--- config.mk ---
export PLATFORM = sky130hd
export DESIGN_NAME = pns_mac
export DESIGN_NICKNAME = d
export VERILOG_FILES = /design/src/hdl/pns_mac.sv
export SDC_FILE = /design/constraint.sdc
export NUM_CORES = 2
export LEC_CHECK = 0
export ABC_AREA = 1
export BUFFER_PORTS_ARGS = -buffer_cell sky130_fd_sc_hd__buf_2
export CAP_MARGIN = 40
export CORE_MARGIN = 2
export CORE_UTILIZATION = 40
export DETAILED_ROUTE_END_ITERATION = 12
export PLACE_DENSITY = 0.66
export RECOVER_POWER = 25
export SLEW_MARGIN = 20
export SYNTH_ARGS = -nofsm -noshare
export SYNTH_HDL_FRONTEND = slang
export SYNTH_SLANG_ARGS = --single-unit
--- constraint.sdc ---
create_clock -name clk_i -period 7.9 [get_ports clk_i]
set_input_delay 0 -clock clk_i [delete_from_list [all_inputs] [get_ports clk_i]]
set_output_delay 0 -clock clk_i [all_outputs]
set_load 0.1 [all_outputs]
--- src/hdl/pns_mac.sv ---
`default_nettype none
// ----------------------------------------------------------------------------
// pns_mac: shared multiply unit
// One registered 34x34 signed multiply; the sequencer selects its operands.
// ----------------------------------------------------------------------------
module pns_mac (
  input  wire logic               clk_i,
  input  wire logic signed [33:0] a_i,
  input  wire logic signed [33:0] b_i,
  output logic signed [67:0]      p_o
);
  logic signed [67:0] p_q;
  always_ff @(posedge clk_i) begin
    p_q <= a_i * b_i;
  end
  assign p_o = p_q;
endmodule
`default_nettype wire

# Word level (Yosys, flattened, before mapping)
# Cells that the tools add are included.
[classes] multipliers=1
[ops] op="multiplier 34 x 34 -> 68 bit" count=1
[word_totals] reg_bits=68 inputBits=69 out_inout_bits=68 wordCells=2

# Depth between registers and ports, before layout
[logic_depth] depth_word=1 ltp_mapped=35

# Worst setup path after synthesis
# No wires, ideal clock.
[synth_timing] kind="input-to-reg" start="in a_i[33]" end="reg p_q[66], in the netlist p_o[66]" setup_ns=0.112 arrival_time_ns=6.711 slack_ns=1.077 cell_stages=24 cell_sequence="clkbuf_1 > clkbuf_1 > nand2_1 > inv_1 > fa_1 > fa_1 > fa_1 > fa_1 > inv_1 > fa_1 > fa_1 > inv_1 > fa_1 > fa_1 > ha_1 > nand2_1 > nor2_1 > inv_1 > nor2_2 > nand2_1 > nor3_1 > nand2_2 > nand3_1 > nand2_1"
[synth_via] elab_chain_len=1
[synth_rtl] item="from (decl)" line_no="8" source="input wire logic signed [33:0] a_i,"
[synth_rtl] item="multiplier 34 x 34 -> 68 bit" line_no="14" source="p_q <= a_i * b_i;"
[synth_rtl] item="to (signal assigned)" line_no="14"
[synth_rtl] item="to (decl)" line_no="12" source="logic signed [67:0] p_q;"
# No other way between the ends.

# Worst setup path after layout
[layout_timing] start="in b_i[1]" end="reg p_q[62], in the netlist p_o[62]"
[layout_via] elab_chain_len=1
[layout_rtl] item="from (decl)" line_no="9" source="input wire logic signed [33:0] b_i,"
[layout_rtl] item="multiplier 34 x 34 -> 68 bit" line_no="14"
# No other way between the ends.

==> results.sh <==
export IMPL_hold_path_class="in -> reg"
export IMPL_cpPeakStageDelay_ps=650
export IMPL_whs_path_depth=4
export IMPL_crit_slowest_cell="fa_1"
export IMPL_fillers=11600
export IMPL_fin_crit_sh_pct=88.2
export IMPL_tritoncts="yes"
export IMPL_crit_fanout=23
export IMPL_drc=0
export IMPL_ff_latch_area_mm2=0.00136
export IMPL_min_delay_start="b_i[0]"
export IMPL_initial_utilization_pct=40.4
export IMPL_min_period_ps=6970
export IMPL_setup_violations=0
export IMPL_synth_top_area_share_pct=53.7
export IMPL_critical_path_top_delay_family="adder cells"
export IMPL_synth_cell_types=32
export IMPL_worst_setup_path_start_kind="input pin"
export IMPL_synth_simple_gate_area_share_pct=16.6
export IMPL_maxCapViolCount=0
export IMPL_crit_arrival_ps=7210
export IMPL_wl_um=130000
export IMPL_slew_violations=0
export IMPL_ctsLongestPathBuffers=2
export IMPL_tightest_slew_ps=1470
export IMPL_io_buffers=136
export IMPL_areaGrowthSynthToFinish_pct=6.39
export IMPL_routabilityCongestion=0.946
export IMPL_synth_ff_type="dfxtp_1"
export IMPL_ant_nets=0
export IMPL_clockRootBuffer="clkbuf_16"
export IMPL_grt_remaining_overflow=0
export IMPL_min_to="p_o[0]"
export IMPL_placed_cell_area_mm2=0.0486
export IMPL_critPathMostFrequentCell="fa_1"
export IMPL_grt_pass1_vias=39300
export IMPL_synth_area_leaders="fa_1 (54%), inv_1 (17%), nand2_1 (13%)"
export IMPL_crit_type="in -> reg"
export IMPL_drive_above_1_share_pct=4.40
export IMPL_post_route_cell_area_mm2=0.0492
export IMPL_largest_reg_flops=68
export IMPL_grt_max_degree=35
export IMPL_synth_nets=7486
export IMPL_yosys_top_cells_count="inv_1 (2116), nand2_1 (1661), fa_1 (1241)"
export IMPL_cp_end_kind="flip-flop"
export IMPL_fmax_ghz=0.143
export IMPL_multiInputGateArea_mm2=0.0359
export IMPL_synth_edf_count=0
export IMPL_cts_hold_buf=0
export IMPL_viasPerCell=4.72
export IMPL_status="finished clean"
export IMPL_critPathRequiredTime_ps=8140
export IMPL_grt_usage_pct=23.1
export IMPL_drtIter0Drc=2206
export IMPL_vias=35200
export IMPL_first_pass_iters=5
export IMPL_ioPinCount=137
export IMPL_synth_xor_area_share_pct=0.663
export IMPL_hold_viol=0
export IMPL_rsz0062_at_grt="no"
export IMPL_syn_inst=5972
export IMPL_cts_buffers=9
export IMPL_cts_repair_resized=0
export IMPL_cts_sinks=68
export IMPL_yosys_warnings=0
export IMPL_crit_buf_inv=5
export IMPL_antenna_found_initial=5
export IMPL_yosys_area_top_type="fa_1"
export IMPL_fin_nets=7444
export IMPL_clk_pin_slew_worst_paths_ps=60
export IMPL_avgRoutedWirePerCell_um=17.4
export IMPL_synth_avg_cell_area_um2=7.74
export IMPL_synth_top_family_by_area="adder cells"
export IMPL_max_slew_margin_rel_pct=2.11
export IMPL_coreArea_mm2=0.115
export IMPL_synth_yosys_seq_area_share_pct=2.95
export IMPL_post_cts_buffers=0
export IMPL_chipHeight_um=344
export IMPL_synth_area_mm2=0.0462
export IMPL_final_core_util_pct=43.0
export IMPL_rows=124
export IMPL_synth_mux_area_share_pct=0
export IMPL_h_tree_depth=3
export IMPL_synth_compound_area_share_pct=1.13
export IMPL_synthAdderAreaFrac_pct=59.3
export IMPL_yosysMostFrequentCell="inv_1"
export IMPL_dieArea_mm2=0.118
export IMPL_path_cells="buf_2, nand2_1, inv_1, fa_1, fa_1, fa_1, buf_4, fa_1, buf_4, fa_1, fa_1, fa_1, fa_1, ha_1, nand2_1, nor2_1, inv_1, nor3_2, nand2_1, nor3_1, nand2_1, nand3_1, nand2_1"
export IMPL_ys_async_sr_fraction_pct=0
export IMPL_hpwl_um=114000
export IMPL_tns_ps=0
export IMPL_grt_pass1_wl_um=213000
export IMPL_synth_seq_cells=68
export IMPL_die_width_um=344
## cell type report
class	count	area share [%]
multi-input cells	3514	73.0
inverters	2119	16.2
diodes	4	0.0204
clock inverters	7	0.298
repair buffers	218	3.46
flip-flops and latches	68	2.77
clock buffers	9	0.458
well taps	1512	3.85
## worst max-delay path by stage
stage | start | endpoint | slack [ps] | cells after the start
global route | b_i[19] | p_o[63] | 480 | 24
finish | b_i[1] | p_o[62] | 930 | 23
floorplan | a_i[33] | p_o[66] | 1080 | 24
CTS | b_i[19] | p_o[57] | 930 | 21
global placement | b_i[1] | p_o[62] | 580 | 23
detailed placement | b_i[19] | p_o[57] | 560 | 21
## cell usage in the layout, fill, tap and decap left out, types with 9 or more instances in the layout
| cell type | instances |
|---|---|
| fa_1 | 1241 |
| nand2_1 | 1661 |
| nor2_2 | 9 |
| o21bai_1 | 11 |
| xor2_1 | 33 |
| nand3_1 | 70 |
| nand2_2 | 20 |
| dfxtp_1 | 68 |
| clkbuf_16 | 9 |
| o21ai_0 | 18 |
| clkbuf_1 | 34 |
| a21oi_1 | 59 |
| buf_4 | 55 |
| nor2_1 | 115 |
| nor3_1 | 15 |
| nand4_1 | 19 |
| buf_2 | 103 |
| buf_16 | 17 |
| ha_1 | 204 |
| inv_1 | 2116 |
## routing by layer
metal,track usage [%],vias to the layer above,routed length [um]
li1,-,15900,-
met2,42.0,1189,66600
met3,2.00,311,6590
met4,9.86,2,6440
met5,0,-,12
met1,28.0,17800,50000
## logic make-up (layout without fill, tap and decap cells)
family,after synthesis,in the layout
xor+xnor,35,35
other cells,0,4
buf+inv,2390,2353
flops,68,68
fa+ha+maj,1445,1445
compound gates,95,95
simple gates,1939,1939
## per-stage QoR
step	instances	hold slack [ps]	setup slack, ps
after floorplan	5972	279	1080
after global placement	7405	552	582
after detailed placement	7420	550	558
after CTS	7436	240	929
after global routing	7451	284	477
final	7451	249	929
Power is left out: the tool's default activity adds up to more than one toggle a clock period on the data nets, which glitch-free logic cannot reach.
